<file path="config.mk">
export PLATFORM = sky130hd
export DESIGN_NAME = mwsm_back_flat
export DESIGN_NICKNAME = d
export VERILOG_FILES = /design/src/rtl/mwsm_pkg.sv /design/src/rtl/mwsm_if.sv /design/src/rtl/mwsm_back.sv /design/src/flat_wrapper.sv
export SDC_FILE = /design/constraint.sdc
export NUM_CORES = 1
export LEC_CHECK = 0
export ABC_AREA = 1
export BUFFER_PORTS_ARGS = -buffer_cell sky130_fd_sc_hd__buf_2
export CAP_MARGIN = 40
export CORE_ASPECT_RATIO = 0.75
export CORE_UTILIZATION = 39
export CTS_CLUSTER_DIAMETER = 100
export DETAILED_ROUTE_END_ITERATION = 10
export GPL_TIMING_DRIVEN = 0
export PLACE_DENSITY = 0.65
export SKIP_LAST_GASP = 1
export SLEW_MARGIN = 20
export SYNTH_ARGS = -nofsm -noshare
export SYNTH_HDL_FRONTEND = slang
export SYNTH_SLANG_ARGS = --single-unit
</file>
<file path="constraint.sdc">
create_clock -name clk -period 13.1 [get_ports clk]
set_clock_uncertainty 0.2 [all_clocks]
set_input_delay 2.62 -clock clk [delete_from_list [all_inputs] [get_ports clk]]
set_output_delay 2.62 -clock clk [all_outputs]
set_load 0.03 [all_outputs]
</file>
<file path="src/rtl/mwsm_pkg.sv">
// Shared types and constants for the mecanum wheel speed mixer.
// No dependencies.
package mwsm_pkg;

  localparam int LIM_BITS = 15;
  localparam int QUO_BITS = 15;
  localparam int FRONT_STAGES = 4;
  localparam int PIPE_DEPTH = FRONT_STAGES + QUO_BITS + 1;
  localparam logic [LIM_BITS-1:0] LIM_RESET = '1;

  typedef enum logic [1:0] {
    REG_LIMIT_X,
    REG_LIMIT_Y,
    REG_LIMIT_SPIN,
    REG_WHEEL_LIMIT
  } mwsm_reg_t;

  typedef struct packed {
    logic [LIM_BITS-1:0] limit_x;
    logic [LIM_BITS-1:0] limit_y;
    logic [LIM_BITS-1:0] limit_spin;
    logic [LIM_BITS-1:0] wheel_limit;
  } mwsm_cfg_t;

  // Per-transaction side info carried down the divider row.
  typedef struct packed {
    logic       scale;
    logic [3:0] neg;
  } mwsm_ctl_t;

endpackage

</file>
<file path="src/rtl/mwsm_if.sv">


interface mwsm_wheel_if #(parameter int W = 16) ();
  logic                valid;
  logic                ready;
  logic signed [W-1:0] wheel_a;
  logic signed [W-1:0] wheel_b;
  logic signed [W-1:0] wheel_c;
  logic signed [W-1:0] wheel_d;

  modport source (output valid, wheel_a, wheel_b, wheel_c, wheel_d, input ready);
  modport sink (input valid, wheel_a, wheel_b, wheel_c, wheel_d, output ready);
endinterface

</file>
<file path="src/rtl/mwsm_back.sv">
// Output stage: pick scaled or raw magnitude, restore sign, saturate, register.
// Depends on mwsm_pkg and mwsm_wheel_if.
module mwsm_back #(
  parameter int S  = 16,
  parameter int MW = 17
) (
  input  logic                                 clk,
  input  logic                                 rst,
  input  logic                                 valid_i,
  input  mwsm_pkg::mwsm_ctl_t                  ctl_i,
  input  logic [3:0][mwsm_pkg::QUO_BITS-1:0]   quo_i,
  input  logic [3:0][MW-1:0]                   mag_i,
  output logic                                 ready,
  mwsm_wheel_if.source                         wheel
);
  import mwsm_pkg::*;

  localparam int TW = MW + 1;
  localparam logic signed [TW-1:0] SMAX = TW'((64'sd1 <<< (S - 1)) - 64'sd1);
  localparam logic signed [TW-1:0] SMIN = -SMAX - TW'(1);

  logic [3:0][S-1:0]     res;
  logic [MW-1:0]         m;
  logic signed [TW-1:0]  v;

  assign ready = !wheel.valid || wheel.ready;

  always_comb begin
    m = '0;
    v = '0;
    for (int i = 0; i < 4; i++) begin
      m = ctl_i.scale ? MW'(quo_i[i]) : mag_i[i];
      v = ctl_i.neg[i] ? -$signed({1'b0, m}) : $signed({1'b0, m});
      if (v > SMAX) res[i] = S'(SMAX);
      else if (v < SMIN) res[i] = S'(SMIN);
      else res[i] = S'(v);
    end
  end

  always_ff @(posedge clk) begin
    if (rst) begin
      wheel.valid <= 1'b0;
    end else if (ready) begin
      wheel.valid <= valid_i;
    end
    if (ready && valid_i) begin
      wheel.wheel_a <= $signed(res[0]);
      wheel.wheel_b <= $signed(res[1]);
      wheel.wheel_c <= $signed(res[2]);
      wheel.wheel_d <= $signed(res[3]);
    end
  end

endmodule

</file>
<file path="src/flat_wrapper.sv">
// flat-port wrapper written by rule: the top's interface ports become plain ports
module mwsm_back_flat import mwsm_pkg::*;
#(
  parameter int S  = 16,
  parameter int MW = 17
)
  (clk, rst, valid_i, ctl_i, quo_i, mag_i, ready, wheel_valid, wheel_wheel_a, wheel_wheel_b, wheel_wheel_c, wheel_wheel_d, wheel_ready);
  mwsm_wheel_if wheel_i ();
  input  logic clk;
  input  logic rst;
  input  logic valid_i;
  input  mwsm_pkg::mwsm_ctl_t ctl_i;
  input  logic [3:0][mwsm_pkg::QUO_BITS-1:0] quo_i;
  input  logic [3:0][MW-1:0] mag_i;
  output logic ready;
  output wire logic [$bits(wheel_i.valid)-1:0] wheel_valid;
  output wire logic [$bits(wheel_i.wheel_a)-1:0] wheel_wheel_a;
  output wire logic [$bits(wheel_i.wheel_b)-1:0] wheel_wheel_b;
  output wire logic [$bits(wheel_i.wheel_c)-1:0] wheel_wheel_c;
  output wire logic [$bits(wheel_i.wheel_d)-1:0] wheel_wheel_d;
  input wire logic [$bits(wheel_i.ready)-1:0] wheel_ready;
  assign wheel_valid = wheel_i.valid;
  assign wheel_wheel_a = wheel_i.wheel_a;
  assign wheel_wheel_b = wheel_i.wheel_b;
  assign wheel_wheel_c = wheel_i.wheel_c;
  assign wheel_wheel_d = wheel_i.wheel_d;
  assign wheel_i.ready = wheel_ready;
  mwsm_back #(.S(S), .MW(MW)) u_core (.clk(clk), .rst(rst), .valid_i(valid_i), .ctl_i(ctl_i), .quo_i(quo_i), .mag_i(mag_i), .ready(ready), .wheel(wheel_i));
endmodule
</file>
==> run metrics <==
status=complete, no violations; Seq cells post-synth=65; H-tree depth=3; largest net degree at the start of global routing=24; Total Neg Setup Slack=0 ns; Final Cycle Share=44.9%; initial core utilization=40.6%; total global-route track usage=23.2%; fraction of registers with async set/reset=0%; Req. time, crit path=10.28 ns; die area=0.0149 mm²; vias in the first global route=5381; first-pass GRT wire length=26700 µm; syn avg cell area=6.55 µm²; Post-Syn Area=0.00563 mm²; Final setup viols=0; CP Max Fanout=2; syn_nets=1001; max-cap viol count=0; grt ovf=0; internal power=506 µW; Layout fillers=1434; Worst Hold Class=reg2reg; Detail Route Antenna Nets=0; RSZ-0062 raised after global routing=false; area of the multi-input gates=0.00295 mm²; Max Transition Viols Final=0; Distinct cells, synth=32; final WL=16900 µm; Worst EP arrival=3.06 ns; Synth Flop Type=edfxtp_1; root buffer cell=clkbuf_16; Port Buf Inserts=199; max frequency=170 MHz; via count=5796; Critical Setup Path Class=in2out; Flop pwr share=33.9%; total CTS buffers=9; DRC Markers=0; Worst Max-Slew Pin Slew=0.441 ns; dpl hpwl=13200 µm; Worst setup SP type=primary input; hold buffer count at cts=0; Switch Pwr=265 µW; die height=106 µm; Avg WL per Cell=13.5 µm; post_cts resized=0; core footprint=0.0139 mm²; Via density=4.63; clock tree buffer depth=2; Peak supply drop=65.3 µV; Power Density=106 mW/mm²; final cell count without fillers=1253; clock slew seen by the registers of the worst setup and hold paths=0.05 ns; post-synthesis instance total=860; clk sink count=65; share of cells above drive strength 1=25.6%; drt pass-1 iters=5; most frequent cells in the layout=nand2_1 (407), buf_2 (202), inv_1 (125); TritonCTS clock tree=done; fin crit period=5.88 ns; sequential share of the synthesized area=34.5%; Slew headroom=70.3%; warnings from Yosys=0; I/O pin cnt=203; GP Congestion=0.906; combinational share of power=31.3%; Sw Share=34.3%; Clk pwr share=34.8%; CP endpoint kind=primary output; Die Wd=141 µm; commonest non-fill, non-tap cell in the layout=nand2_1; Area Overhead vs Synth=28.9%; area occupied by registers=0.00194 mm²; initial antenna violation count=0; row count=37; ANT cells=0; clock latency on the worst-skew pair=0.33 ns; leak pwr=4.14 nW; Iteration-0 DRC Markers=345; number of flops mapped to enable cells by yosys=64; cell count after placement=1237; setup repair bufs after CTS=0; final hold violation count=0; Layout Nets=1214; Final Core Density=52.3%
layout make-up:
cell class                      count  share of cell area (%)
Multi-Input combinational cell    635                    40.7
Sequential cell                    65                    26.7
Timing Repair Buffer              202                    14.9
Inverter                          130                    6.82
Buffer                             30                    3.52
Clock buffer                        9                    3.10
Tap cell                          175                    3.02
Clock inverter                      7                    1.29
worst max-delay path, cell delays in order:
cell and delay, ns:
buf_2 0.09, inv_1 0.09, nand2_1 0.07, buf_2 0.18
sequential cells by signal (all words and copies together) (netlist names):
signal,cells
u_core.wheel.valid,1
u_core.wheel.wheel_d,16
u_core.wheel.wheel_c,16
u_core.wheel.wheel_b,16
u_core.wheel.wheel_a,16
kinds of logic (layout without fill, tap and decap cells):
logic type / after synthesis / in the layout / share of synthesized area, %
AND/OR/NAND/NOR: 536 / 536 / 38.1
adder cells (fa/ha/maj): 4 / 4 / 0.889
AO/OA/AOI/OAI: 47 / 47 / 5.71
flip-flops: 65 / 65 / 34.5
buffers and inverters: 160 / 378 / 13.3
XOR/XNOR: 48 / 48 / 7.46
power by group through the flow:
stage          registers [mW]  clock network [mW]  logic (mW)
2_1_floorplan           0.309                   0       0.125
3_3_place_gp            0.267                   0       0.236
3_5_place_dp            0.266                   0       0.241
4_1_cts                 0.262               0.270       0.242
5_1_grt                 0.263               0.279       0.268
6_report                0.262               0.268       0.241
per-layer routing:
| layer | vias to the layer above | GRT usage, % | wire length [µm] |
|---|---|---|---|
| li1 | 3037 | - | - |
| met1 | 2535 | 33.0 | 8480 |
| met2 | 203 | 36.1 | 7200 |
| met3 | 21 | 4.50 | 1070 |
| met4 | 0 | 5.51 | 187 |
| met5 | - | 0 | 0 |
through the flow:
stage / setup slack, ns / hold slack [ns] / instance area (µm²) / power, mW
3_3_place_gp: 5.02 / 0.279 / 6850 / 0.503
6_report: 7.22 / 0.332 / 7260 / 0.771
5_1_grt: 7.20 / 0.347 / 7260 / 0.810
3_5_place_dp: 7.22 / 0.331 / 6940 / 0.506
4_1_cts: 7.21 / 0.338 / 7260 / 0.774
2_1_floorplan: 6.62 / 0.632 / 5630 / 0.433
synthesized netlist by cell type (6+ instances only):
cell | number | area [µm²]
o21ai_0 | 23 | 115
nand2_1 | 407 | 1530
o21ai_1 | 9 | 45.0
buf_6 | 16 | 180
xnor2_1 | 9 | 78.8
nor2_1 | 67 | 251
nand4_1 | 9 | 56.3
edfxtp_1 | 64 | 1920
xor2_1 | 39 | 342
nand2_2 | 17 | 106
clkbuf_1 | 6 | 22.5
inv_1 | 125 | 469
nand3_1 | 26 | 130
worst paths after layout:
kind | depth (start not counted) | from | end | slack (ns)
max | 4 | wheel_ready | ready | 7.22
min reg2reg | 2 | u_core.wheel.valid | u_core.wheel.valid | 0.33
max reg2reg | 3 | u_core.wheel.valid | u_core.wheel.wheel_c[4] | 11.53
min | 2 | u_core.wheel.valid | u_core.wheel.valid | 0.33
No activity file was read; power rests on OpenSTA's default activity.
