$ cat src/rtl/mwsm_pkg.sv
// Shared types and constants for the mecanum wheel speed mixer.
// No dependencies.
package mwsm_pkg;

  localparam int LIM_BITS = 15;
  localparam int QUO_BITS = 15;
  localparam int FRONT_STAGES = 4;
  localparam int PIPE_DEPTH = FRONT_STAGES + QUO_BITS + 1;
  localparam logic [LIM_BITS-1:0] LIM_RESET = '1;

  typedef enum logic [1:0] {
    REG_LIMIT_X,
    REG_LIMIT_Y,
    REG_LIMIT_SPIN,
    REG_WHEEL_LIMIT
  } mwsm_reg_t;

  typedef struct packed {
    logic [LIM_BITS-1:0] limit_x;
    logic [LIM_BITS-1:0] limit_y;
    logic [LIM_BITS-1:0] limit_spin;
    logic [LIM_BITS-1:0] wheel_limit;
  } mwsm_cfg_t;

  // Per-transaction side info carried down the divider row.
  typedef struct packed {
    logic       scale;
    logic [3:0] neg;
  } mwsm_ctl_t;

endpackage

$ cat src/rtl/mwsm_if.sv
// Valid/ready channel interfaces for body commands and wheel speeds.
// No dependencies.
interface mwsm_cmd_if #(parameter int W = 16) ();
  logic                valid;
  logic                ready;
  logic signed [W-1:0] vel_x;
  logic signed [W-1:0] vel_y;
  logic signed [W-1:0] vel_spin;

  modport source (output valid, vel_x, vel_y, vel_spin, input ready);
  modport sink (input valid, vel_x, vel_y, vel_spin, output ready);
endinterface


$ cat src/rtl/mwsm_front.sv
// Front pipeline: clamp, wheel mix, peak magnitude and numerator product.
// Depends on mwsm_pkg and mwsm_cmd_if.
module mwsm_front #(
  parameter int S  = 16,
  parameter int CW = 16,
  parameter int MW = 17,
  parameter int PW = 32
) (
  input  logic                             clk,
  input  logic                             rst,
  mwsm_cmd_if.sink                         cmd,
  input  mwsm_pkg::mwsm_cfg_t              cfg,
  input  logic                             down_ready,
  output logic                             valid,
  output mwsm_pkg::mwsm_ctl_t              ctl,
  output logic [3:0][PW-1:0]               rem,
  output logic [3:0][MW-1:0]               mag,
  output logic [MW-1:0]                    peak
);
  import mwsm_pkg::*;

  localparam int TW = CW + 2;

  function automatic logic signed [CW-1:0] clamp_sym(input logic signed [S-1:0] v,
                                                     input logic [LIM_BITS-1:0] lim);
    logic signed [CW-1:0] ve;
    logic signed [CW-1:0] le;
    ve = CW'(v);
    le = $signed({{(CW-LIM_BITS){1'b0}}, lim});
    if (ve > le) return le;
    else if (ve < -le) return -le;
    else return ve;
  endfunction

  // stage 1: clamped command
  logic                 v1;
  logic signed [CW-1:0] x1, y1, w1;
  // stage 2: raw wheel speeds
  logic                 v2;
  logic [3:0][TW-1:0]   t2;
  // stage 3: magnitudes and peak
  logic                 v3;
  logic [3:0][MW-1:0]   m3;
  logic [MW-1:0]        peak3;
  mwsm_ctl_t            ctl3;

  logic rdy1, rdy2, rdy3, rdy4;
  assign rdy4 = !valid || down_ready;
  assign rdy3 = !v3 || rdy4;
  assign rdy2 = !v2 || rdy3;
  assign rdy1 = !v1 || rdy2;
  assign cmd.ready = rdy1;

  logic signed [TW-1:0] xe, ye, we;
  assign xe = TW'(x1);
  assign ye = TW'(y1);
  assign we = TW'(w1);

  logic [3:0][MW-1:0] m_next;
  logic [3:0]         neg_next;
  logic [MW-1:0]      pk_lo, pk_hi, peak_next;

  always_comb begin
    for (int i = 0; i < 4; i++) begin
      neg_next[i] = t2[i][TW-1];
      m_next[i]   = neg_next[i] ? MW'(-$signed(t2[i])) : MW'(t2[i]);
    end
    pk_lo     = (m_next[0] > m_next[1]) ? m_next[0] : m_next[1];
    pk_hi     = (m_next[2] > m_next[3]) ? m_next[2] : m_next[3];
    peak_next = (pk_lo > pk_hi) ? pk_lo : pk_hi;
  end

  always_ff @(posedge clk) begin
    if (rst) begin
      v1    <= 1'b0;
      v2    <= 1'b0;
      v3    <= 1'b0;
      valid <= 1'b0;
    end else begin
      if (rdy1) v1 <= cmd.valid;
      if (rdy2) v2 <= v1;
      if (rdy3) v3 <= v2;
      if (rdy4) valid <= v3;
    end
    if (rdy1 && cmd.valid) begin
      x1 <= clamp_sym(cmd.vel_x, cfg.limit_x);
      y1 <= clamp_sym(cmd.vel_y, cfg.limit_y);
      w1 <= clamp_sym(cmd.vel_spin, cfg.limit_spin);
    end
    if (rdy2 && v1) begin
      t2[0] <= xe - ye + we;
      t2[1] <= xe + ye + we;
      t2[2] <= -xe + ye + we;
      t2[3] <= -xe - ye + we;
    end
    if (rdy3 && v2) begin
      m3         <= m_next;
      peak3      <= peak_next;
      ctl3.neg   <= neg_next;
      ctl3.scale <= peak_next > MW'(cfg.wheel_limit);
    end
    if (rdy4 && v3) begin
      for (int i = 0; i < 4; i++) begin
        rem[i] <= PW'(m3[i]) * PW'(cfg.wheel_limit);
      end
      mag  <= m3;
      peak <= peak3;
      ctl  <= ctl3;
    end
  end

endmodule

$ cat src/flat_wrapper.sv
// flat-port wrapper written by rule: the top's interface ports become plain ports
module mwsm_front_flat import mwsm_pkg::*;
#(
  parameter int S  = 16,
  parameter int CW = 16,
  parameter int MW = 17,
  parameter int PW = 32
)
  (clk, rst, cfg, down_ready, valid, ctl, rem, mag, peak, cmd_valid, cmd_vel_x, cmd_vel_y, cmd_vel_spin, cmd_ready);
  mwsm_cmd_if cmd_i ();
  input  logic clk;
  input  logic rst;
  input  mwsm_pkg::mwsm_cfg_t cfg;
  input  logic down_ready;
  output logic valid;
  output mwsm_pkg::mwsm_ctl_t ctl;
  output logic [3:0][PW-1:0] rem;
  output logic [3:0][MW-1:0] mag;
  output logic [MW-1:0] peak;
  input wire logic [$bits(cmd_i.valid)-1:0] cmd_valid;
  input wire logic [$bits(cmd_i.vel_x)-1:0] cmd_vel_x;
  input wire logic [$bits(cmd_i.vel_y)-1:0] cmd_vel_y;
  input wire logic [$bits(cmd_i.vel_spin)-1:0] cmd_vel_spin;
  output wire logic [$bits(cmd_i.ready)-1:0] cmd_ready;
  assign cmd_i.valid = cmd_valid;
  assign cmd_i.vel_x = cmd_vel_x;
  assign cmd_i.vel_y = cmd_vel_y;
  assign cmd_i.vel_spin = cmd_vel_spin;
  assign cmd_ready = cmd_i.ready;
  mwsm_front #(.S(S), .CW(CW), .MW(MW), .PW(PW)) u_core (.clk(clk), .rst(rst), .cmd(cmd_i), .cfg(cfg), .down_ready(down_ready), .valid(valid), .ctl(ctl), .rem(rem), .mag(mag), .peak(peak));
endmodule
$ cat config.mk
export PLATFORM = sky130hd
export DESIGN_NAME = mwsm_front_flat
export DESIGN_NICKNAME = d
export VERILOG_FILES = /design/src/rtl/mwsm_pkg.sv /design/src/rtl/mwsm_if.sv /design/src/rtl/mwsm_front.sv /design/src/flat_wrapper.sv
export SDC_FILE = /design/constraint.sdc
export NUM_CORES = 2
export LEC_CHECK = 0
export ABC_AREA = 1
export BUFFER_PORTS_ARGS = -buffer_cell sky130_fd_sc_hd__buf_2
export CAP_MARGIN = 20
export CORE_ASPECT_RATIO = 0.6
export CORE_MARGIN = 4
export CORE_UTILIZATION = 45
export DETAILED_ROUTE_END_ITERATION = 10
export PLACE_DENSITY = 0.61
export SLEW_MARGIN = 5
export SYNTH_ARGS = -nofsm -noshare
export SYNTH_HDL_FRONTEND = slang
export SYNTH_SLANG_ARGS = --single-unit
$ cat constraint.sdc
create_clock -name clk -period 15.47 [get_ports clk]
set_clock_uncertainty 0.05 [all_clocks]
set_input_delay 1.547 -clock clk [delete_from_list [all_inputs] [get_ports clk]]
set_output_delay 1.547 -clock clk [all_outputs]
set_load 0.02 [all_outputs]
==> impl_results.md <==
- Status: complete, no violations
- Hpwl dp: 135000 um
- Crit share post-route: between 50% and 60%
- I/O pin count: 332
- RSZ-0062 raised after global routing: false
- Grt total ovfl: 0
- Critical path class: reg -> reg
- Row count: 101
- Setup WS post-layout: 7050 ps
- Setup_tns: 0 ps
- FMAX: 119 MHz
- Critical path peak fanout: 28
- Endpoints failing setup: 0
- # resized after CTS: 0
- Post-synth EDFFs: roughly 420
- Most frequent cells in the layout: inv_1 (1634), nand2_1 (1563), fa_1 (839)
- Most common cell after layout, fill and taps aside: inv_1
- Most used cell, CP: nand2_1
- Design area: ~63000 um^2
- Routability cong.: 0.931
- Worst slew pin tran: 1140 ps
- Hold slack: 380 ps
- Total vias in the final route: 44500
- Post-synth cell types: 59
- Crit start category: flop
- Die height: 286 um
- Max-cap violation count: 0
- Antenna violations before repair: 2
- Reg clk slew, reported paths: 70 ps
- Final net count: 8406
- Crit path DAT: 8780 ps
- Min-Delay Path Depth: 0
- Top_reg_cell synth: edfxtp_1
- CTS Buffer Depth: 3
- DRC violations left: 0
- TritonCTS Buffers: 49
- Routed WL: 174000 um
- Initial Utilization: between 40% and 50%
- Min-delay worst type: reg -> reg
- Clk_lat worst skew: between 600 and 700 ps
- GRT Total Usage: 26.0%
- Avg Cell Area, Syn: 8.77 um^2
- Sequential area share after synthesis: 21.6%
- Yosys warnings: 0
- CP max stage delay: 630 ps
- Area grow syn2layout: 8.62%
- Final Hold Viols: 0
- Synth Register Bits: 420
- CTS HTree Levels: 2
- Pin count of the biggest net entering global routing: ~130
- Hold_buf cts: 0
- # fillers: 12100
- Clock sink count: 420
- First-pass GRT wire length: roughly 270000 um
- Port bufs: 331
- Cells after Synth: roughly 6600
- Layout cells sized above 1: 7.63%
- Drt pass-1 iters: 6
- Async SR Flop Fraction: 0%
- CTS tree: yes
- Number of global-route vias before repair: between 40000 and 50000
- CP max-delay cell: inv_1
- Root buffer cell: clkbuf_16
- DP Worst Slack: 6990 ps
- Iteration-0 DRC count of the detailed router: 4083
- Slew headroom: 24.1%
- Worst Setup End Kind: flop
- Post-CTS Setup Bufs: 0
- Drt via density: approximately 5.2
- Slew Limit Fails: 0
- Syn Std Cell Area: between 50000 and 60000 um^2
- Core ar.: 127000 um^2
- Tmin final: 8420 ps
- Antenna-violating nets left: 0
- Routed len/inst: 20.2 um
- Placed Area: 61400 um^2
- Die area: 135000 um^2
- Chip width: between 400 and 500 um
- Syn_nets: 8195
- Worst EP required: around 16000 ps
- Reg2Reg Depth: 46
==> worst paths after layout <==
check / from / to / slack, ps
worst max register to register: u_core.t2[54] / u_core.ctl3[4] / 7050
worst max-delay path: u_core.t2[54] / u_core.ctl3[4] / 7050
worst min-delay path: u_core.ctl3[0] / u_core.ctl[0] / 380
worst min register to register: u_core.ctl3[0] / u_core.ctl[0] / 380
==> layout make-up <==
type / count / area (um^2) / share of cell area, %
multi-input combinational: 4364 / 38600 / 61.1
sequential: 420 / 12600 / 19.9
inverter: 1646 / 6180 / 9.78
tap: 1699 / 2130 / 3.36
timing repair buffer: 362 / 1970 / 3.12
clock buffer: 54 / 1240 / 1.97
clock inverter: 38 / 482 / 0.762
antenna: 1 / 2.50 / 0.00396
==> Yosys cell counts, drive strengths merged, types with 7 or more instances <==
| library cell | number | area share (%) |
|---|---|---|
| fa | 839 | 29 |
| edfxtp | 416 | 21 |
| o21a | 17 | 0.22 |
| o21bai | 11 | 0.14 |
| o211ai | 21 | 0.28 |
| nand3 | 137 | 1.2 |
| a21o | 23 | 0.30 |
| ha | 612 | 13 |
| o31ai | 11 | 0.14 |
| or2 | 18 | 0.19 |
| xnor2 | 76 | 1.1 |
| a31oi | 29 | 0.31 |
| nand2 | 1600 | 11 |
| clkbuf | 137 | 0.88 |
| nand4 | 27 | 0.29 |
| nor2 | 188 | 1.3 |
| o21ai | 183 | 1.6 |
| a21boi | 9 | 0.12 |
| nor3 | 40 | 0.38 |
| buf | 65 | 0.55 |
| nor4 | 10 | 0.11 |
| o221ai | 10 | 0.15 |
| xor2 | 201 | 3.0 |
| o2111ai | 7 | 0.11 |
| a21oi | 257 | 2.2 |
| inv | 1644 | 11 |
==> per-layer routing <==
metal	up-vias	share of wire, %	GRT usage, %
met5	-	0	0
met2	1820	40	36.8
met3	201	11	6.65
met1	21800	47	40.1
li1	20600	-	-
met4	0	2.0	5.29
==> critical path, delay by kind of cell (launching register included) <==
kind / cells / cell delay [ps]
simple gates: 22 / 3160
compound gates: 11 / 1910
buf+inv: 9 / 1480
fa+ha+maj: 3 / 710
flops: 1 / 440
xor+xnor: 1 / 390
==> registers in the layout, indices dropped and copies added, names as in the netlist <==
name / flops
u_core.mag: 65
u_core.w1: 16
u_core.v2: 1
u_core.peak3: 17
u_core.x1: 16
u_core.t2: 65
u_core.v3: 1
u_core.v1: 1
u_core.rem: 125
u_core.ctl3: 5
u_core.m3: 65
u_core.valid: 1
u_core.peak: 17
u_core.ctl: 5
u_core.neg_next: 4
u_core.y1: 16
==> cell families after synthesis <==
| group | synth area share, % |
|---|---|
| adder cells (fa/ha/maj) | 42.0 |
| AND/OR/NAND/NOR | 14.1 |
| AO/OA/AOI/OAI | 5.93 |
| flip-flops | 21.6 |
| XOR/XNOR | 4.25 |
| buffers and inverters | 12.1 |
==> per-stage QoR <==
stage / instances / utilization, %
CTS: 8581 / 49.6
global route: 8583 / 49.6
detailed placement: 8489 / 48.2
finish: 8584 / 49.6
global placement: 8487 / 48.2
floorplan: 6632 / -
Power is not shown: default switching activity piles up to over one toggle a cycle in this logic, so the estimate is an artifact.
