<file path="config.mk">
export PLATFORM = sky130hd
export DESIGN_NAME = mwsm_div_cell
export DESIGN_NICKNAME = d
export VERILOG_FILES = /design/src/rtl/mwsm_pkg.sv /design/src/rtl/mwsm_div_cell.sv
export SDC_FILE = /design/constraint.sdc
export NUM_CORES = 1
export LEC_CHECK = 0
export BUFFER_PORTS_ARGS = -buffer_cell sky130_fd_sc_hd__clkbuf_2
export CAP_MARGIN = 30
export CORE_AREA = 2 2 216 218
export DETAILED_ROUTE_END_ITERATION = 12
export DIE_AREA = 0 0 218 220
export GPL_TIMING_DRIVEN = 0
export PLACE_DENSITY_LB_ADDON = 0.05
export SLEW_MARGIN = 20
export SYNTH_ARGS = -nofsm -noshare
export SYNTH_HDL_FRONTEND = slang
export SYNTH_SLANG_ARGS = --single-unit
</file>
<file path="constraint.sdc">
create_clock -name clk -period 8.3 [get_ports clk]
set_input_delay 1.66 -clock clk [delete_from_list [all_inputs] [get_ports clk]]
set_output_delay 1.66 -clock clk [all_outputs]
set_load 0.01 [all_outputs]
</file>
<file path="src/rtl/mwsm_pkg.sv">
// Shared types and constants for the mecanum wheel speed mixer.
// No dependencies.
package mwsm_pkg;

  localparam int LIM_BITS = 15;
  localparam int QUO_BITS = 15;
  localparam int FRONT_STAGES = 4;
  localparam int PIPE_DEPTH = FRONT_STAGES + QUO_BITS + 1;
  localparam logic [LIM_BITS-1:0] LIM_RESET = '1;

  typedef enum logic [1:0] {
    REG_LIMIT_X,
    REG_LIMIT_Y,
    REG_LIMIT_SPIN,
    REG_WHEEL_LIMIT
  } mwsm_reg_t;

  typedef struct packed {
    logic [LIM_BITS-1:0] limit_x;
    logic [LIM_BITS-1:0] limit_y;
    logic [LIM_BITS-1:0] limit_spin;
    logic [LIM_BITS-1:0] wheel_limit;
  } mwsm_cfg_t;

  // Per-transaction side info carried down the divider row.
  typedef struct packed {
    logic       scale;
    logic [3:0] neg;
  } mwsm_ctl_t;

endpackage

</file>
<file path="src/rtl/mwsm_div_cell.sv">
// One restoring division step for all four wheels: settles quotient bit K.
// Depends on mwsm_pkg.
module mwsm_div_cell #(
  parameter int MW = 17,
  parameter int PW = 32,
  parameter int K  = 0
) (
  input  logic                                 clk,
  input  logic                                 rst,
  input  logic                                 valid_i,
  input  mwsm_pkg::mwsm_ctl_t                  ctl_i,
  input  logic [3:0][PW-1:0]                   rem_i,
  input  logic [3:0][mwsm_pkg::QUO_BITS-1:0]   quo_i,
  input  logic [3:0][MW-1:0]                   mag_i,
  input  logic [MW-1:0]                        peak_i,
  output logic                                 ready,
  input  logic                                 down_ready,
  output logic                                 valid_o,
  output mwsm_pkg::mwsm_ctl_t                  ctl_o,
  output logic [3:0][PW-1:0]                   rem_o,
  output logic [3:0][mwsm_pkg::QUO_BITS-1:0]   quo_o,
  output logic [3:0][MW-1:0]                   mag_o,
  output logic [MW-1:0]                        peak_o
);
  import mwsm_pkg::*;

  logic [PW-1:0]                 dvs;
  logic [3:0][PW-1:0]            rem_next;
  logic [3:0][QUO_BITS-1:0]      quo_next;

  assign ready = !valid_o || down_ready;
  assign dvs   = PW'(peak_i) << K;

  always_comb begin
    for (int i = 0; i < 4; i++) begin
      rem_next[i] = rem_i[i];
      quo_next[i] = quo_i[i];
      if (rem_i[i] >= dvs) begin
        rem_next[i]    = rem_i[i] - dvs;
        quo_next[i][K] = 1'b1;
      end
    end
  end

  always_ff @(posedge clk) begin
    if (rst) begin
      valid_o <= 1'b0;
    end else if (ready) begin
      valid_o <= valid_i;
    end
    if (ready && valid_i) begin
      ctl_o  <= ctl_i;
      rem_o  <= rem_next;
      quo_o  <= quo_next;
      mag_o  <= mag_i;
      peak_o <= peak_i;
    end
  end

endmodule

</file>
==> out/metrics.yaml, run 1 <==
run_status:
  outcome: "complete, no violations"
clock_network:
  cts_root_buffer: "clkbuf_16"
  clk_latency_ps: 540
  clkSinkCount: 279
  cts_buffer_depth: 3
  hold_buffers: 0
  cts_made_buffers: 36
  cts_resized: 0
  cts_tree: "built"
  h-tree-depth: 2
  cts_setup_buffers: 0
  clk_pin_slew_worst_paths_ps: 50
power:
  p_sw_mw: 1.05
  combPwrFrac_pct: 17.5
  p_int_mw: 2.87
  peakVddDrop_v: 0.000148
  p_leak_nw: 8.01
  swShare_pct: 26.8
  power.total_mw: 3.92
  p_clk_share_pct: 38.7
  p_seq_share_pct: 43.8
  p_per_area_mw_per_mm2: 209
detailed_routing:
  avgRoutedWirePerCell_um: 21.1
  dr_total_vias: 11200
  drt_pass1_iterations: 5
  ant_nets: 0
  viasPerCell: 4.71
  drtIter0Drc: 505
  wl_um: 50000
  drcViolationCount: 0
worst_setup_path:
  rr_endpoint: "rem_o[29]$_DFFE_PP_"
  crit_buf_inv: 3
  end_kind: "flop"
  cp_slowest_stage_delay_ps: 570
  rrSetupSlack_ps: 6280
  crit_slowest_cell: "clkbuf_1"
  reg2reg_from: "valid_o$_SDFFE_PP0N_"
  crit_family: "compound AO/OA/AOI/OAI gates"
  crit_type: "input pin to flop"
  cp.required_ps: 8550
  crit_arrival_ps: 5150
  path_common_cell: "clkbuf_1"
  r2r_cells: 4
  crit_chain: "clkbuf_2 -> ha_1 -> fa_1 -> nor2b_1 -> o31ai_1 -> a31oi_1 -> a211oi_1 -> o21ai_1 -> clkbuf_1 -> clkbuf_1 -> a21oi_1"
  crit_path_max_fanout: 10
  start_kind: "input pin"
logic_synthesis:
  synth-seq-cells: 279
  ys_types: 65
  netlist_area_sq_mm: 0.0139
  avgSynthCellArea_sq_um: 12.3
  async_reset_ff_share_pct: 0
  yosysWarningCount: 0
  synth-edff-count: 278
  syn-num-nets: 1490
  synth-main-ff-cell: "edfxtp_1"
  syn_inst: 1136
  synth.yosys.seq_area_share_pct: 60.1
cells_and_area:
  final_cell_mix: "561 x clkbuf_2, 278 x edfxtp_1, 97 x nand2_1"
  utilization_pct: 40.9
  syn_to_final_growth_pct: 34.8
  final_nets: 2094
  finalNonFillerCells: 2377
  drive_gt1_share_pct: 37.1
  mostFrequentLayoutCell: "clkbuf_2"
  fillers: 4603
  fin_area_sq_mm: 0.0188
placed_design:
  pre_cts_slack_ps: 2750
  dp_cells: 2309
  placed_cell_area_sq_mm: 0.0176
  place_congestion: 0.870
  hpwl_um: 39800
  portBuffers: 561
global_routing:
  gr-usage-all-layers_pct: 20.0
  grt_pass1_vias: 10700
  antenna_found_initial: 9
  grt_max_degree: 57
  grt-ovfl-total: 0
  grt_pass1_wl_um: 69900
min_path:
  hold_depth: 2
  hold_class: "flop to flop"
  hold_path_startpoint: "valid_o$_SDFFE_PP0N_"
  whs_endpoint: "valid_o$_SDFFE_PP0N_"
floorplanning:
  die_area_sq_mm: 0.0480
  die_x_um: 218
  io_pins: 562
  core_area_sq_mm: 0.0459
  num_rows: 79
  start_util_pct: 30.4
  fp.dieH_um: 220
sta:
  holdWs_ps: 540
  worst_slew_pin_slew_ps: 738
  rsz0062_at_grt: "false"
  setup_viol: 0
  period_share_pct: 59.1
  max_clock_freq_mhz: 204
  finalCriticalPeriod_ps: 4910
  setup_tns_ps: 0
  fin_ws_ps: 3390
  hold_viol: 0
  slew-limit-headroom_pct: 50.2
  skew_ps: 10.7
  finalMaxSlewViolations: 0
flow_run:
  max_cap_viol_count: 0
[synthesized netlist by cell type, drive strengths merged, types with 3 or more instances]
cell	number	area share [%]
o21bai	4	0.22
a21oi	79	2.9
nand4b	4	0.30
buf	8	0.33
or3	11	0.49
o21a	15	0.81
a22o	3	0.19
xor2	57	3.6
mux2	10	0.81
edfxtp	278	60
ha	68	6.1
clkbuf	18	0.49
o31a	6	0.38
and4	3	0.19
a211oi	10	0.54
o41ai	5	0.37
nand2	97	2.6
and3	7	0.31
fa	4	0.58
a21o	20	1.1
nand3b	8	0.43
nor4	20	0.99
or4	10	0.54
or2	6	0.27
and2	4	0.18
inv	43	1.2
nor2	84	2.3
nor2b	10	0.45
nor3	26	1.0
a31oi	5	0.22
nand4	11	0.49
nand2b	17	0.76
nand3	19	0.68
o21ai	80	2.9
xnor2	48	3.0
o31ai	9	0.49
[flip-flops by register name (all words and copies together) (netlist names)]
name	count
quo_o	60
rem_o	128
peak_o	17
mag_o	68
ctl_o	5
valid_o	1
[power by group through the flow]
stage	registers [mW]	logic (mW)	clock network (mW)
after floorplan	1.82	0.315	0
after global placement	1.76	0.683	0
after detailed placement	1.75	0.692	0
after CTS	1.72	0.697	1.58
after global routing	1.73	0.759	1.62
final	1.72	0.685	1.52
[cells by family (layout without fill, tap and decap cells)]
family,count (synthesis),count (layout),synth area share [%]
mux,11,11,0.881
flops,279,279,60.1
xor+xnor,105,105,6.61
buf+inv,69,699,1.98
compound gates,260,260,11.6
other cells,0,4,0
simple gates,340,340,12.2
fa+ha+maj,72,72,6.69
[worst reg2reg max path: cells and delay by family, from the launching register on]
family        cells  cell delay (ps)
buf+inv           2              600
flops             1              310
simple gates      2              740
[area by class of cell]
type                            count  area [sq um]  share of cell area (%)
Clock inverter                     19           194                    1.03
Timing Repair Buffer              566          2940                    15.7
Clock buffer                       45           945                    5.03
Antenna cell                        4          10.0                  0.0533
Multi-Input combinational cell    788          5280                    28.1
Tap cell                          607           759                    4.05
Inverter                           43           161                   0.860
Buffer                             26           114                   0.607
Sequential cell                   279          8370                    44.6
[worst max path at each step]
| stage | to | startpoint | cells past startpoint | slack [ps] |
|---|---|---|---|---|
| 2_1_floorplan | ctl_o[0]$_DFFE_PP_ | down_ready | 2 | 2580 |
| 3_3_place_gp | rem_o[29]$_DFFE_PP_ | down_ready | 3 | 790 |
| 3_5_place_dp | rem_o[14]$_DFFE_PP_ | peak_i[0] | 11 | 2750 |
| 4_1_cts | rem_o[14]$_DFFE_PP_ | peak_i[0] | 11 | 3320 |
| 5_1_grt | rem_o[14]$_DFFE_PP_ | peak_i[0] | 11 | 3010 |
| 6_report | rem_o[14]$_DFFE_PP_ | peak_i[0] | 11 | 3390 |
[metal layers]
layer / part of all wire, % / up-vias / GRT usage [%]
met5: 0.13 / - / 0
met1: 38 / 5252 / 22.4
met2: 51 / 365 / 35.6
li1: - / 5500 / -
met3: 7.5 / 70 / 5.76
met4: 3.0 / 10 / 7.82
No activity file was read; power rests on OpenSTA's default activity.
==> run 2, diff against run 1 <==
--- a/config.mk
+++ b/config.mk
@@ -5,11 +5,12 @@
 export SDC_FILE = /design/constraint.sdc
 export NUM_CORES = 1
 export LEC_CHECK = 0
+export ABC_AREA = 1
 export BUFFER_PORTS_ARGS = -buffer_cell sky130_fd_sc_hd__clkbuf_2
 export CAP_MARGIN = 30
-export CORE_AREA = 2 2 216 218
+export CORE_AREA = 2 2 221 223
 export DETAILED_ROUTE_END_ITERATION = 12
-export DIE_AREA = 0 0 218 220
+export DIE_AREA = 0 0 223 225
 export GPL_TIMING_DRIVEN = 0
 export PLACE_DENSITY_LB_ADDON = 0.05
 export SLEW_MARGIN = 20
==> constraint.sdc (replaced) <==
create_clock -name clk -period 3.9 [get_ports clk]
set_input_delay 0.78 -clock clk [delete_from_list [all_inputs] [get_ports clk]]
set_output_delay 0.78 -clock clk [all_outputs]
set_load 0.01 [all_outputs]
==> run 2 against run 1 <==
- critical path depth rose by 2
- first-iteration DRC count rose by 96%
- global-route usage rose by 3.7 points
- die area rose by 4.6%
- routed wire length rose by 21%
- critical path type unchanged
==> out/metrics.yaml, run 2 <==
run_status:
  outcome: "complete, no violations"
flow_run:
  max_cap_viol_count: 0
sta:
  rsz0062_at_grt: "false"
  holdWs_ps: 395
  period_share_pct: 71.0
  max_clock_freq_mhz: 361
  hold_viol: 0
  finalMaxSlewViolations: 0
  setup_viol: 0
  fin_ws_ps: 1130
  worst_slew_pin_slew_ps: 771
  slew-limit-headroom_pct: 48.5
  skew_ps: 12.6
  finalCriticalPeriod_ps: 2770
logic_synthesis:
  syn-num-nets: 2354
  ys_types: 30
  avgSynthCellArea_sq_um: 8.28
  yosysWarningCount: 0
  syn_inst: 2000
  synth_area_leaders: "edfxtp_1 50%, nand2_1 17%, inv_1 7.1%"
  synth-edff-count: 278
  synth.top_cell.area_share_pct: 50.4
  synth_most_common_cell: "nand2_1"
  synth.yosys.seq_area_share_pct: 50.5
  async_reset_ff_share_pct: 0
  netlist_area_sq_mm: 0.0166
  synth.cells.most_frequent: "741 x nand2_1, 314 x inv_1, 278 x edfxtp_1, 145 x nor2_1, 100 x a21oi_1"
  synth-main-ff-cell: "edfxtp_1"
  synth-seq-cells: 279
  synth_area_leader_cell: "edfxtp_1"
clock_network:
  clkSinkCount: 279
  h-tree-depth: 2
  cts_made_buffers: 34
  cts_root_buffer: "clkbuf_16"
  cts_setup_buffers: 0
  hold_buffers: 0
  clk_pin_slew_worst_paths_ps: 60
  clk_latency_ps: 550
  cts_resized: 0
  cts_buffer_depth: 3
  cts_tree: "built"
worst_setup_path:
  crit_arrival_ps: 3110
  cp.required_ps: 4240
  crit_path_max_fanout: 10
  end_kind: "flop"
  start_kind: "input pin"
  crit_type: "input pin to flop"
min_path:
  hold_class: "input pin to flop"
cells_and_area:
  top_regs: "rem_o (128), mag_o (68), quo_o (60)"
  utilization_pct: 45.5
  largest_reg_flops: 128
  regMostFlops: "rem_o"
  final_cell_mix: "741 x nand2_1, 561 x clkbuf_2, 312 x inv_1"
  syn_to_final_growth_pct: 30.5
  fillers: 4786
  drive_gt1_share_pct: 27.5
  final_nets: 2965
  mostFrequentLayoutCell: "nand2_1"
detailed_routing:
  drt_pass1_iterations: 5
  avgRoutedWirePerCell_um: 18.6
  viasPerCell: 4.67
  drcViolationCount: 0
  drtIter0Drc: 989
  ant_nets: 0
  wl_um: 60700
  dr_wl_met2_um: 31900
  met1_length_um: 23600
  dr_total_vias: 15200
  wl_met3_um: 3420
  routed.top_layer: "met5"
power:
  power.total_mw: 8.53
  p_leak_nw: 10.6
  peakVddDrop_v: 0.000377
  p_per_area_mw_per_mm2: 394
global_routing:
  antenna_found_initial: 6
  grt-ovfl-total: 0
  grt_pass1_vias: 14600
  grt_max_degree: 25
  grt_pass1_wl_um: 89300
  gr-usage-all-layers_pct: 23.7
placed_design:
  pre_cts_slack_ps: 594
  place_congestion: 0.916
  portBuffers: 561
  hpwl_um: 50700
floorplanning:
  die_area_sq_mm: 0.0502
  io_pins: 562
  core_area_sq_mm: 0.0475
  fp.dieH_um: 225
  num_rows: 80
  die_x_um: 223
  start_util_pct: 34.8
## run 2: area by class of cell
cell class                 count  area (sq um)  share of cell area [%]
tap                          615           769                    3.56
buffer                        19           188                   0.868
timing repair buffer         575          3180                    14.7
clock buffer                  46           917                    4.24
inverter                     331          1250                    5.79
clock inverter                16           166                   0.770
sequential                   279          8370                    38.7
multi-input combinational   1371          6780                    31.3
antenna                        3          7.51                  0.0347
## run 2: final timing paths
kind              cells past startpoint  slack, ps                    to                 start
setup reg to reg                      6       1620   rem_o[99]$_DFFE_PP_  valid_o$_SDFFE_PP0N_
setup / recovery                     13       1130   rem_o[46]$_DFFE_PP_            peak_i[11]
hold reg to reg                       2        540  valid_o$_SDFFE_PP0N_  valid_o$_SDFFE_PP0N_
hold / removal                        2        400  valid_o$_SDFFE_PP0N_                   rst
## run 2: cell families after synthesis
group                      share of synthesized area [%]
and+or+nand+nor                                     26.7
buffers and inverters                               8.65
DFF                                                 50.5
AOI/OAI and AO/OA                                   5.67
adders and majority gates                           5.62
xor gates and xnor gates                            2.80
## run 2: through the flow
| step | area (sq um) | instances | TNS (ps) |
|---|---|---|---|
| 6_report | 21600 | 3255 | 0 |
| 3_5_place_dp | 20500 | 3190 | 0 |
| 4_1_cts | 21600 | 3252 | 0 |
| 3_3_place_gp | 20200 | 3176 | -1141870 |
| 2_1_floorplan | 16600 | 2000 | -524970 |
| 5_1_grt | 21600 | 3254 | 0 |
## run 2: per-layer routing
layer | GRT usage (%) | vias up
met5 | 0 | -
met4 | 7.75 | 6
met3 | 4.63 | 69
met2 | 44.4 | 415
met1 | 27.0 | 7025
li1 | - | 7677
## run 2: power by group
part	switching, mW	leakage [nW]	internal [mW]
sequential	0.0639	2.69	3.60
clock	1.31	0.510	1.80
combinational	1.11	7.39	0.643
## run 2: worst max-delay path, cell delays in order
cell and delay [ps]:
clkbuf_2 90, inv_1 410, ha_1 400, nand2_1 90
nand2_1 110, inv_1 90, nand2_1 90, a21oi_2 160
nand2_2 100, a21oi_4 340, buf_6 220, nand2_1 60
o21ai_1 160
